==> config.mk <==
export PLATFORM = sky130hd
export DESIGN_NAME = head_yaw_pitch_tracker
export DESIGN_NICKNAME = d
export VERILOG_FILES = /design/src/rtl/hyt_pkg.sv /design/src/rtl/head_yaw_pitch_tracker.sv /design/src/rtl/hyt_cordic.sv
export SDC_FILE = /design/constraint.sdc
export NUM_CORES = 2
export LEC_CHECK = 0
export BUFFER_PORTS_ARGS = -buffer_cell sky130_fd_sc_hd__buf_4
export CAP_MARGIN = 20
export CORE_MARGIN = 2
export CORE_UTILIZATION = 30
export DETAILED_ROUTE_END_ITERATION = 8
export PLACE_DENSITY = 0.44
export SETUP_SLACK_MARGIN = 0.05
export SLEW_MARGIN = 20
export SYNTH_ARGS = -nofsm -noshare
export SYNTH_HDL_FRONTEND = slang
export SYNTH_SLANG_ARGS = --single-unit
export TNS_END_PERCENT = 30
==> constraint.sdc <==
create_clock -name clk -period 14.7 [get_ports clk]
set_input_delay 2.94 -clock clk [delete_from_list [all_inputs] [get_ports clk]]
set_output_delay 2.94 -clock clk [all_outputs]
set_load 0.02 [all_outputs]
==> src/rtl/hyt_pkg.sv <==
// Shared types, constants and helpers for the head yaw/pitch tracker.
// No dependencies; imported by hyt_cordic, head_yaw_pitch_tracker, hyt_checker and the testbench.
`default_nettype none
package hyt_pkg;

  localparam int CORDIC_STEPS = 16;
  localparam int CNT_W        = $clog2(CORDIC_STEPS);
  localparam int CW           = 58;   // CORDIC datapath width
  localparam int ZW           = 26;   // angle accumulator, 1/65536 degree
  localparam int AW           = 18;   // rounded angle, 1/256 degree

  localparam int HALF_TURN    = 46080;
  localparam int FULL_TURN    = 92160;
  localparam int QUARTER_Z    = 90 * 65536;
  localparam int YAW_OFS      = 90 * 256;
  localparam int HEAD_CLAMP   = 75 * 256;
  localparam int IDLE_SLEW    = 10 * 256;

  localparam logic [29:0] KINV_Q30 = 30'd652032874;
  localparam int KINV_BITS    = 30;

  typedef enum logic [2:0] {
    S_IDLE, S_C1GO, S_C1, S_MUL, S_C2GO, S_C2, S_SLEW, S_CLAMP
  } hyt_state_t;

  typedef struct packed {
    logic done;
    logic busy;
  } cord_stat_t;

  function automatic logic [22:0] atan_tab(input logic [4:0] i);
    logic [22:0] r;
    case (i)
      5'd0:  r = 23'd2949120;
      5'd1:  r = 23'd1740967;
      5'd2:  r = 23'd919879;
      5'd3:  r = 23'd466945;
      5'd4:  r = 23'd234379;
      5'd5:  r = 23'd117304;
      5'd6:  r = 23'd58666;
      5'd7:  r = 23'd29335;
      5'd8:  r = 23'd14668;
      5'd9:  r = 23'd7334;
      5'd10: r = 23'd3667;
      5'd11: r = 23'd1833;
      5'd12: r = 23'd917;
      5'd13: r = 23'd458;
      5'd14: r = 23'd229;
      5'd15: r = 23'd115;
      5'd16: r = 23'd57;
      5'd17: r = 23'd29;
      5'd18: r = 23'd14;
      5'd19: r = 23'd7;
      5'd20: r = 23'd4;
      5'd21: r = 23'd2;
      5'd22: r = 23'd1;
      default: r = 23'd0;
    endcase
    return r;
  endfunction

  // single fold into [-180,180); input stays within one and a half turns
  function automatic logic signed [16:0] wrap_angle(input logic signed [19:0] v);
    logic signed [19:0] r;
    r = v;
    if (v < -20'sd46080)
      r = v + 20'sd92160;
    else if (v >= 20'sd46080)
      r = v - 20'sd92160;
    return r[16:0];
  endfunction

endpackage
`default_nettype wire

==> src/rtl/head_yaw_pitch_tracker.sv <==
// Head yaw/pitch tracker top level: sequencer, gain multiply, slew/clamp.
// Depends on hyt_pkg and hyt_cordic.
//
// Usage: one input beat per tick on in_valid/in_ready, one result beat
// (pitch, head_yaw_out) per tick on out_valid/out_ready.
// in_ready is high only while the sequencer is idle; one item is worked at
// a time. With look_valid set, the item goes through a CORDIC start step,
// the yaw CORDIC pass, the serial gain multiply (one bit of the constant
// per cycle), a second start step, the pitch CORDIC pass, then slew and
// clamp; without a look request it goes straight to slew and clamp. The
// sequencer returns to idle before the next accept, so no new beat is
// taken until the last one is through. The single CORDIC unit and the
// serial multiplier set the time per item.
// The result sits in an output register. If the receiver stalls, the
// finished item waits in the clamp step until the register frees, and no
// new beat is taken meanwhile.
// Synchronous reset clears the stored head yaw to 0, drops out_valid and
// returns the sequencer to idle.
`default_nettype none
module head_yaw_pitch_tracker import hyt_pkg::*; (
  input  wire logic               clk,
  input  wire logic               rst,
  input  wire logic               in_valid,
  output logic                    in_ready,
  input  wire logic               look_valid,
  input  wire logic signed [31:0] target_x,
  input  wire logic signed [31:0] target_y,
  input  wire logic signed [31:0] target_z,
  input  wire logic signed [31:0] self_x,
  input  wire logic signed [31:0] self_y,
  input  wire logic signed [31:0] self_z,
  input  wire logic        [12:0] eye_height,
  input  wire logic signed [16:0] body_yaw,
  input  wire logic               moving,
  input  wire logic        [15:0] yaw_step_max,
  input  wire logic        [15:0] pitch_step_max,
  output logic                    out_valid,
  input  wire logic               out_ready,
  output logic signed [15:0]      pitch,
  output logic signed [16:0]      head_yaw_out
);

  hyt_state_t state, state_next;

  logic signed [32:0] dx, dz;
  logic signed [33:0] dy;
  logic               look;
  logic               mov;
  logic signed [16:0] body;
  logic [15:0]        ymax, pmax;
  logic signed [16:0] head_yaw;
  logic signed [19:0] yaw_t;
  logic signed [17:0] pitch_t;
  logic signed [16:0] head_new;
  logic [32:0]        mh;
  logic [23:0]        ml;
  logic [63:0]        acc1;
  logic [53:0]        acc2;
  logic [4:0]         k;

  logic               cord_start;
  logic signed [CW-1:0] cx, cy, cmag;
  logic signed [AW-1:0] cang;
  cord_stat_t         cstat;

  logic               accept;
  logic               out_free;
  logic [CW-1:0]      sd;
  logic [56:0]        m;
  logic signed [17:0] pneg;
  logic signed [17:0] plim;
  logic signed [19:0] tgt;
  logic signed [19:0] lim;
  logic signed [19:0] d;
  logic signed [16:0] slewed;
  logic signed [16:0] rel;
  logic signed [16:0] clamped;

  assign accept   = in_valid && in_ready;
  assign out_free = !out_valid || out_ready;

  assign sd = acc1[63:6] + {34'b0, acc2[53:30]};
  assign m  = (cmag > 0) ? cmag[56:0] : '0;

  always_comb begin
    if (state == S_C1GO) begin
      cx = $signed({{5{dx[32]}}, dx, 20'b0});
      cy = $signed({{5{dz[32]}}, dz, 20'b0});
    end else begin
      cx = $signed(sd);
      cy = $signed({{4{dy[33]}}, dy, 20'b0});
    end
  end

  hyt_cordic u_cordic (
    .clk   (clk),
    .rst   (rst),
    .start (cord_start),
    .x_in  (cx),
    .y_in  (cy),
    .stat  (cstat),
    .angle (cang),
    .mag   (cmag)
  );

  // pitch: negate, then limit to +-pitch_step_max
  always_comb begin
    pneg = -cang;
    plim = $signed({2'b0, pmax});
    if (pneg > plim)
      pneg = plim;
    if (pneg < -plim)
      pneg = -plim;
  end

  // slew toward target (look) or body yaw
  always_comb begin
    tgt = look ? yaw_t : 20'(body);
    lim = look ? $signed({4'b0, ymax}) : 20'(IDLE_SLEW);
    d   = 20'(wrap_angle(tgt - 20'(head_yaw)));
    if (d > lim)
      d = lim;
    if (d < -lim)
      d = -lim;
    slewed = wrap_angle(20'(head_yaw) + d);
  end

  always_comb begin
    rel     = wrap_angle(20'(head_new) - 20'(body));
    clamped = head_new;
    if (mov) begin
      if (rel < -17'(HEAD_CLAMP))
        clamped = wrap_angle(20'(body) - 20'(HEAD_CLAMP));
      if (rel > 17'(HEAD_CLAMP))
        clamped = wrap_angle(20'(body) + 20'(HEAD_CLAMP));
    end
  end

  always_comb begin
    state_next = state;
    case (state)
      S_IDLE:  if (accept) state_next = look_valid ? S_C1GO : S_SLEW;
      S_C1GO:  state_next = S_C1;
      S_C1:    if (cstat.done) state_next = S_MUL;
      S_MUL:   if (k == 5'(KINV_BITS - 1)) state_next = S_C2GO;
      S_C2GO:  state_next = S_C2;
      S_C2:    if (cstat.done) state_next = S_SLEW;
      S_SLEW:  state_next = S_CLAMP;
      S_CLAMP: if (out_free) state_next = S_IDLE;
      default: state_next = S_IDLE;
    endcase
  end

  always_comb begin
    in_ready   = 1'b0;
    cord_start = 1'b0;
    case (state)
      S_IDLE:  in_ready = 1'b1;
      S_C1GO:  cord_start = 1'b1;
      S_C2GO:  cord_start = 1'b1;
      default: ;
    endcase
  end

  always_ff @(posedge clk) begin
    if (rst) begin
      state     <= S_IDLE;
      head_yaw  <= '0;
      out_valid <= 1'b0;
    end else begin
      state <= state_next;
      if (out_valid && out_ready)
        out_valid <= 1'b0;
      if (state == S_CLAMP && out_free) begin
        head_yaw     <= clamped;
        head_yaw_out <= clamped;
        pitch        <= look ? pitch_t[15:0] : '0;
        out_valid    <= 1'b1;
      end
    end
  end

  always_ff @(posedge clk) begin
    if (accept) begin
      dx   <= 33'(target_x) - 33'(self_x);
      dz   <= 33'(target_z) - 33'(self_z);
      dy   <= 34'(target_y) - (34'(self_y) + $signed({21'b0, eye_height}));
      look <= look_valid;
      mov  <= moving;
      body <= wrap_angle(20'(body_yaw));
      ymax <= yaw_step_max;
      pmax <= pitch_step_max;
    end
    if (state == S_C1 && cstat.done) begin
      yaw_t <= 20'(cang) - 20'(YAW_OFS);
      mh    <= m[56:24];
      ml    <= m[23:0];
      acc1  <= '0;
      acc2  <= '0;
      k     <= '0;
    end
    if (state == S_MUL) begin
      if (KINV_Q30[k]) begin
        acc1 <= acc1 + ({31'b0, mh} << k);
        acc2 <= acc2 + ({30'b0, ml} << k);
      end
      k <= k + 1'b1;
    end
    if (state == S_C2 && cstat.done)
      pitch_t <= pneg;
    if (state == S_SLEW)
      head_new <= slewed;
  end

  a_done_in_pass: assert property (@(posedge clk) disable iff (rst)
    (cstat.done || cstat.busy) |-> (state == S_C1 || state == S_C2))
    else $error("cordic active outside a pass");

  a_busy_not_ready: assert property (@(posedge clk) disable iff (rst)
    accept |=> !in_ready)
    else $error("ready right after accept");

  a_yaw_range: assert property (@(posedge clk) disable iff (rst)
    out_valid |-> (head_yaw_out >= -17'sd46080 && head_yaw_out <= 17'sd46079))
    else $error("head yaw out of range");

  a_no_look_pitch: assert property (@(posedge clk) disable iff (rst)
    (state == S_CLAMP && out_free && !look) |=> pitch == '0)
    else $error("pitch nonzero without look");

endmodule
`default_nettype wire

==> src/rtl/hyt_cordic.sv <==
// Vectoring CORDIC, one micro-rotation per cycle, quadrant pre-rotation.
// Depends on hyt_pkg (widths, arctangent table).
`default_nettype none
module hyt_cordic import hyt_pkg::*; (
  input  wire logic                 clk,
  input  wire logic                 rst,
  input  wire logic                 start,
  input  wire logic signed [CW-1:0] x_in,
  input  wire logic signed [CW-1:0] y_in,
  output cord_stat_t                stat,
  output logic signed [AW-1:0]      angle,
  output logic signed [CW-1:0]      mag
);

  logic signed [CW-1:0] x, y;
  logic signed [ZW-1:0] z;
  logic [CNT_W-1:0]     cnt;
  logic                 run;
  logic                 done;
  logic signed [CW-1:0] xs, ys;
  logic signed [ZW-1:0] tab;
  logic signed [ZW-1:0] zr;

  assign xs  = x >>> cnt;
  assign ys  = y >>> cnt;
  assign tab = ZW'($signed({1'b0, atan_tab(5'(cnt))}));
  assign zr  = z + ZW'(128);

  always_ff @(posedge clk) begin
    if (rst) begin
      run  <= 1'b0;
      done <= 1'b0;
      cnt  <= '0;
    end else begin
      done <= 1'b0;
      if (start) begin
        cnt <= '0;
        if (x_in == '0 && y_in == '0) begin
          x    <= '0;
          y    <= '0;
          z    <= '0;
          done <= 1'b1;
        end else begin
          run <= 1'b1;
          if (x_in < 0) begin
            if (y_in >= 0) begin
              x <= y_in;
              y <= -x_in;
              z <= ZW'(QUARTER_Z);
            end else begin
              x <= -y_in;
              y <= x_in;
              z <= -ZW'(QUARTER_Z);
            end
          end else begin
            x <= x_in;
            y <= y_in;
            z <= '0;
          end
        end
      end else if (run) begin
        if (y > 0) begin
          x <= x + ys;
          y <= y - xs;
          z <= z + tab;
        end else begin
          x <= x - ys;
          y <= y + xs;
          z <= z - tab;
        end
        cnt <= cnt + 1'b1;
        if (cnt == CNT_W'(CORDIC_STEPS - 1)) begin
          run  <= 1'b0;
          done <= 1'b1;
        end
      end
    end
  end

  assign stat.done = done;
  assign stat.busy = run;
  assign angle     = zr[ZW-1:8];
  assign mag       = x;

endmodule
`default_nettype wire

* After elaboration in Yosys (flattened, before gate mapping)
Memory sizes are Yosys's and may differ from the RTL's. A register that Yosys moved wholly into a read port is not among the register bits.
Index checks and enable logic that the tools add are counted.
** Word-level totals
- Flip-flop bits (word level) :: 586
- Memory bits (read-only) :: 384
- Bits of input ports :: 260
- Output and inout bits :: 35
- Logic and storage cells :: 202
- Memories :: 2
** Memory list
- (no name shown) :: depth 16, bits a word 22, read ports 1, clocked after memory_dff 1, wr ports 0, RTL line hyt_pkg.sv:33 : case (i)
- (no name shown) :: depth 32, bits a word 1, read ports 1, clocked after memory_dff 1, wr ports 0, RTL line head_yaw_pitch_tracker.sv:203 : if (KINV_Q30[k]) begin
** Cells by class
- Add/subtract/negate cells :: 39
- Magnitude comparators :: 23
- Equality and inequality tests :: 15
- Shift operators :: 4
- Multiplexer cells :: 72
- Bitwise logic cells :: 1
- Reduce and logical (&&, ||, !) cells :: 19
** Operator list (number)
- 58-bit 2-to-1 mux :: 14
- 17-bit 2-to-1 mux :: 15
- 64-bit 2-to-1 mux :: 3
- 54-bit 2-to-1 mux :: 3
- 26-bit 2-to-1 mux :: 6
- 58-bit adder :: 2
- 58-bit by 1-bit greater-than comparator with 1-bit output, second input constant :: 2
- 58-bit logical NOT :: 2
- 58-bit negator :: 2
- 58-bit by 4-bit >>> shifter with 58-bit output :: 2
- 58-bit subtractor :: 2
- 17-bit adder, second input constant :: 6
- 17-bit subtractor, second input constant :: 6
- 32-bit by 32-bit subtractor with 33-bit output :: 2
- 64-bit adder :: 1
- 33-bit by 5-bit << shifter with 64-bit output :: 1
- 20-bit 2-to-1 mux :: 3
- 58-bit by 24-bit adder with 58-bit output :: 1
- 58-bit by 1-bit greater-or-equal comparator with 1-bit output, second input constant :: 1
- 58-bit by 1-bit < comparator with 1-bit output, second input constant :: 1
- 54-bit adder :: 1
- 18-bit by 17-bit greater-or-equal comparator with 1-bit output, second input constant :: 3
- 18-bit by 17-bit < comparator with 1-bit output, second input constant :: 3
- 24-bit by 5-bit << shifter with 54-bit output :: 1
- other kinds (50) :: 90

* Longest topological paths before layout
- Depth in word-level cells :: 13
- Mapped depth :: 65

* Cells and area by module
From an unflattened synthesis, not the netlist that was laid out.
** Second synthesis, totals
- Cells, all modules :: 8114
- Area total of the unflattened synthesis :: 67461.0 um^2
** By module, submodules not included
- head_yaw_pitch_tracker :: times used 1, cells each 4554, area an instance 38854.8 um^2, seq. area each 11751.3 um^2
- hyt_cordic :: times used 1, cells each 3560, area an instance 28606.2 um^2, seq. area each 4824.6 um^2

* Least setup slack after synthesis
No wires, ideal clock.
- Path kind :: reg2reg
- Start point :: register look
- End point :: register head_new[14] (data pin)
- Arrival time :: 12.080 ns
- Data required time :: 14.431 ns
- Setup slack :: 2.351 ns
- Stages on the path, launching flop included :: 61
- Path buffers :: 8
- Path through :: edfxtp_1 > clkbuf_1 > clkbuf_1 > clkbuf_1 > clkbuf_1 > mux2i_1 > ha_1 > fa_1 > nand2b_1 > a211oi_4 > o21bai_2 > a311o_1 > a311oi_4 > nand3_2 > a311o_1 > or2b_1 > a211oi_1 > a31oi_1 > (+25 left out) > a21oi_1 > o21bai_1 > a21oi_1 > o21bai_1 > a21oi_1 > o211ai_1 > a31oi_1 > a21oi_1 > a21o_1 > a21oi_1 > xnor2_1 > nor3b_1 > a211o_1 > nor3_2 > buf_6 > nand2_2 > o32ai_2 > xor2_1
** Between the ends
- Longest elaborated chain between the ends :: 13
** Ends and longest elaborated chain
- start, declared :: RTL line head_yaw_pitch_tracker.sv:47 : logic look;
- start signal, assigned :: RTL line head_yaw_pitch_tracker.sv:188 : look <= look_valid;
- 20-bit 2-to-1 mux :: RTL line head_yaw_pitch_tracker.sv:118 : tgt = look ? yaw_t : 20'(body);
- 20-bit by 17-bit subtractor with 20-bit output :: RTL line head_yaw_pitch_tracker.sv:120 : d = 20'(wrap_angle(tgt - 20'(head_yaw)));
- 17-bit subtractor / 20-bit by 17-bit greater-or-equal comparator with 1-bit output (equally long branches) :: RTL line hyt_pkg.sv:69, hyt_pkg.sv:68
- 17-bit 2-to-1 mux :: RTL line hyt_pkg.sv:68 : else if (v >= 20'sd46080)
- 17-bit 2-to-1 mux :: RTL line hyt_pkg.sv:66 : if (v < -20'sd46080)
- 17-bit greater-than comparator :: RTL line head_yaw_pitch_tracker.sv:121 : if (d > lim)
- 20-bit 2-to-1 mux :: RTL line head_yaw_pitch_tracker.sv:121
- 20-bit < comparator :: RTL line head_yaw_pitch_tracker.sv:123 : if (d < -lim)
- 20-bit 2-to-1 mux (*) :: RTL line head_yaw_pitch_tracker.sv:123
- 17-bit by 20-bit adder with 20-bit output (*) :: RTL line head_yaw_pitch_tracker.sv:125 : slewed = wrap_angle(20'(head_yaw) + d);
- 17-bit subtractor / 20-bit by 17-bit greater-or-equal comparator with 1-bit output (equally long branches) :: RTL line hyt_pkg.sv:69, hyt_pkg.sv:68
- 17-bit 2-to-1 mux :: RTL line hyt_pkg.sv:68
- 17-bit 2-to-1 mux (*) :: RTL line hyt_pkg.sv:66
- via slewed[14] :: RTL line head_yaw_pitch_tracker.sv:75 : logic signed [16:0] slewed;
- end signal, assigned :: RTL line head_yaw_pitch_tracker.sv:212 : head_new <= slewed;
- end, declared :: RTL line head_yaw_pitch_tracker.sv:54 : logic signed [16:0] head_new;
The timed path passes the listed nets; every way through them passes the cells marked *.
A chain may end at the register's enable or synchronous reset.

* Final worst setup path
Same ends and word-level chain as after synthesis.

==> results.md <==
- Commonest non-fill, non-tap cell in the layout: nand2_1
- Final ANT Viol Nets: 0
- IO buf count: 294
- DR WL/cell: 21.96 um
- Crit start category: register
- Global-route wire length before repair: 350200 um
- Post-synthesis register bit count: 608
- GR Util All Layers: 20.92%
- Final period utilization: 92.36%
- Synth Instances: 7627
- Top cell type's share of synthesized area: 20.68%
- Starting DRT DRC Count: 4268
- Area grow syn2layout: 12.82%
- Vias in the first global route: 55620
- H-tree levels: 3
- Syn Area/Cell: 8.379 sq um
- Filler cell count: 22260
- CTS buffer count: 85
- Syn_nets: 8468
- CTS Buffer Depth: 3
- Post-synth cell types: 112
- DRC violations left: 0
- Root Driver: clkbuf_16
- Reg area: 16590 sq um
- Sink Count: 608
- Register area share after synthesis: 25.94%
- Worst-Skew Late Latency: 0.74 ns
- Overflow after GRT: 0
- # hold bufs at CTS: 0
- Via density: 5.361
- Slew headroom: 7.453%
- Fin. max-slew vios: 0
- Post-Layout Cell Count: 10660
- Initial antenna violation count: 4
- HP Start: acc2[0]
- Fmax: 73.66 MHz
- Die Span Y: 465.5 um
- Final Hold Viols: 0
- Initial core utilization: 30.16%
- Mapped cell area: 63910 sq um
- Slowest cell on the critical path: a2111oi_1
- Via Count: 57170
- RR Startpoint: look
- Required @ worst endpoint: 15.14 ns
- CP endpoint kind: register
- NumNets Final: 8607
- Routed WL: 234200 um
- Inst Count DP: 10500
- TritonRoute pass-1 iters: 6
- Maxcap violations: 0
- Slowest stage delay, CP: 0.65 ns
- Final setup viols: 0
- Routability Congestion: 0.9113
- Synth Flop Type: edfxtp_1
- Final clock skew: 0.03916 ns
- CTS tree: done
- Async set-reset flop share out of synthesis: 0%
- CP startpoint: look
- Outcome: completed
- Most frequent cells in the layout: nand2_1 (724), a21oi_1 (638), o21ai_0 (600)
- Clock transition at path regs: 0.06 ns
- Slew @ Worst Pin: 1.374 ns
- Warnings, synthesis: 0
- Worst endpoint data arrival time: 14.01 ns
- FP Rows: 169
- Area leader, netlist: edfxtp_1
- Worst hold path class: reg2reg
- Most used cell, CP: a21oi_1
- Synth top area cells: edfxtp_1 (21%), ha_1 (11%), xnor2_1 (5.6%)
- Fraction of layout cells with a size suffix above 1: 11.10%
- Area of the multi-input gates: 44640 sq um
- Peak fanout along the critical path: 45
- Hpwl dp: 187800 um
- Die area: 216700 sq um
- Core ar.: 211900 sq um
- DIE WIDTH: 465.5 um
- Largest net degree at the start of global routing: 101
- Final Critical Period: 13.58 ns
- Final Util: 34.03%
- Io pins: 295
- Number of synthesized flops with an enable pin: 440
- Setup CP Type: reg2reg
-- worst max-delay path: cells and delay by family (launching register included) --
kind,cells,cell delay (ns)
AOI/OAI and AO/OA,27,7.52
and+or+nand+nor,11,2.10
adders and majority gates,4,1.36
buffers and inverters,2,0.68
xor gates and xnor gates,3,0.66
DFF,1,0.58
muxes,2,0.35
-- cells by family (layout without fill, tap and decap cells) --
family	Yosys count	in the layout	synth area share, %
simple gates	2447	2447	18.46
compound gates	2145	2145	20.72
buf+inv	742	954	4.425
xor+xnor	683	683	9.382
flops	608	608	25.94
fa+ha+maj	581	581	11.66
mux	421	421	9.418
other cells	0	4	0
-- path summary, 6_finish.rpt --
path / endpoint / slack (ns) / cells after the start
hold / removal: acc2[0] / 0.46 / 2
setup reg to reg: head_new[14] / 1.12 / 49
setup / recovery: head_new[14] / 1.12 / 49
hold reg to reg: acc2[0] / 0.46 / 2
-- metrics by stage --
step | instance area (sq um) | hold WS [ns] | TNS, ns | setup slack (ns)
2_1_floorplan | 63910 | 0.4383 | 0 | 2.351
3_3_place_gp | 69070 | 0.4468 | 0 | 0.9033
3_5_place_dp | 69070 | 0.4531 | 0 | 0.6259
4_1_cts | 72020 | 0.4620 | 0 | 0.5832
5_1_grt | 72090 | 0.4749 | -0.01500 | -0.01500
6_report | 72100 | 0.4590 | 0 | 1.124
-- registers in the layout, indices dropped and copies added, names as in the netlist, 19 cells and up, named ones only --
| name | flops |
|---|---|
| dy | 34 |
| u_cordic.mag | 58 |
| u_cordic.y | 58 |
| dz | 33 |
| acc1 | 64 |
| yaw_t | 19 |
| ml | 24 |
| mh | 33 |
| acc2 | 54 |
| dx | 33 |
| u_cordic.tab | 22 |
| u_cordic.z | 26 |
-- timing repair --
action	CTS	global route
resized for setup	0	3
setup endpoints to repair	0	6
buffers inserted	0	0
-- cells in the mapped netlist, drive strengths merged (102+ instances only) --
master	n
mux2i	185
xnor2	405
edfxtp	440
a21oi	641
nand2	728
a21o	184
mux2	102
inv	431
dfxtp	168
nand2b	107
nor3	142
xor2	277
mux4	134
nand3	276
and2	135
o21ai	615
clkbuf	229
nor2	566
ha	557
nor2b	115
-- layout make-up --
type                            instances  share of cell area (%)
Multi-Input combinational cell       6277                   61.92
Sequential cell                       608                   23.01
Tap cell                             2821                   4.896
Timing Repair Buffer                  362                   3.827
Clock buffer                          111                   3.269
Inverter                              432                   2.253
Clock inverter                         49                  0.8122
Antenna cell                            4                 0.01388
-- per-layer routing --
layer	wire length (um)	vias to the layer above	track usage, %
li1	-	28170	-
met1	102000	27260	26.55
met2	112300	1449	36.03
met3	10580	295	2.591
met4	9248	4	7.964
met5	21	-	0
Power is not shown: default switching activity piles up to over one toggle a cycle in this logic, so the estimate is an artifact.
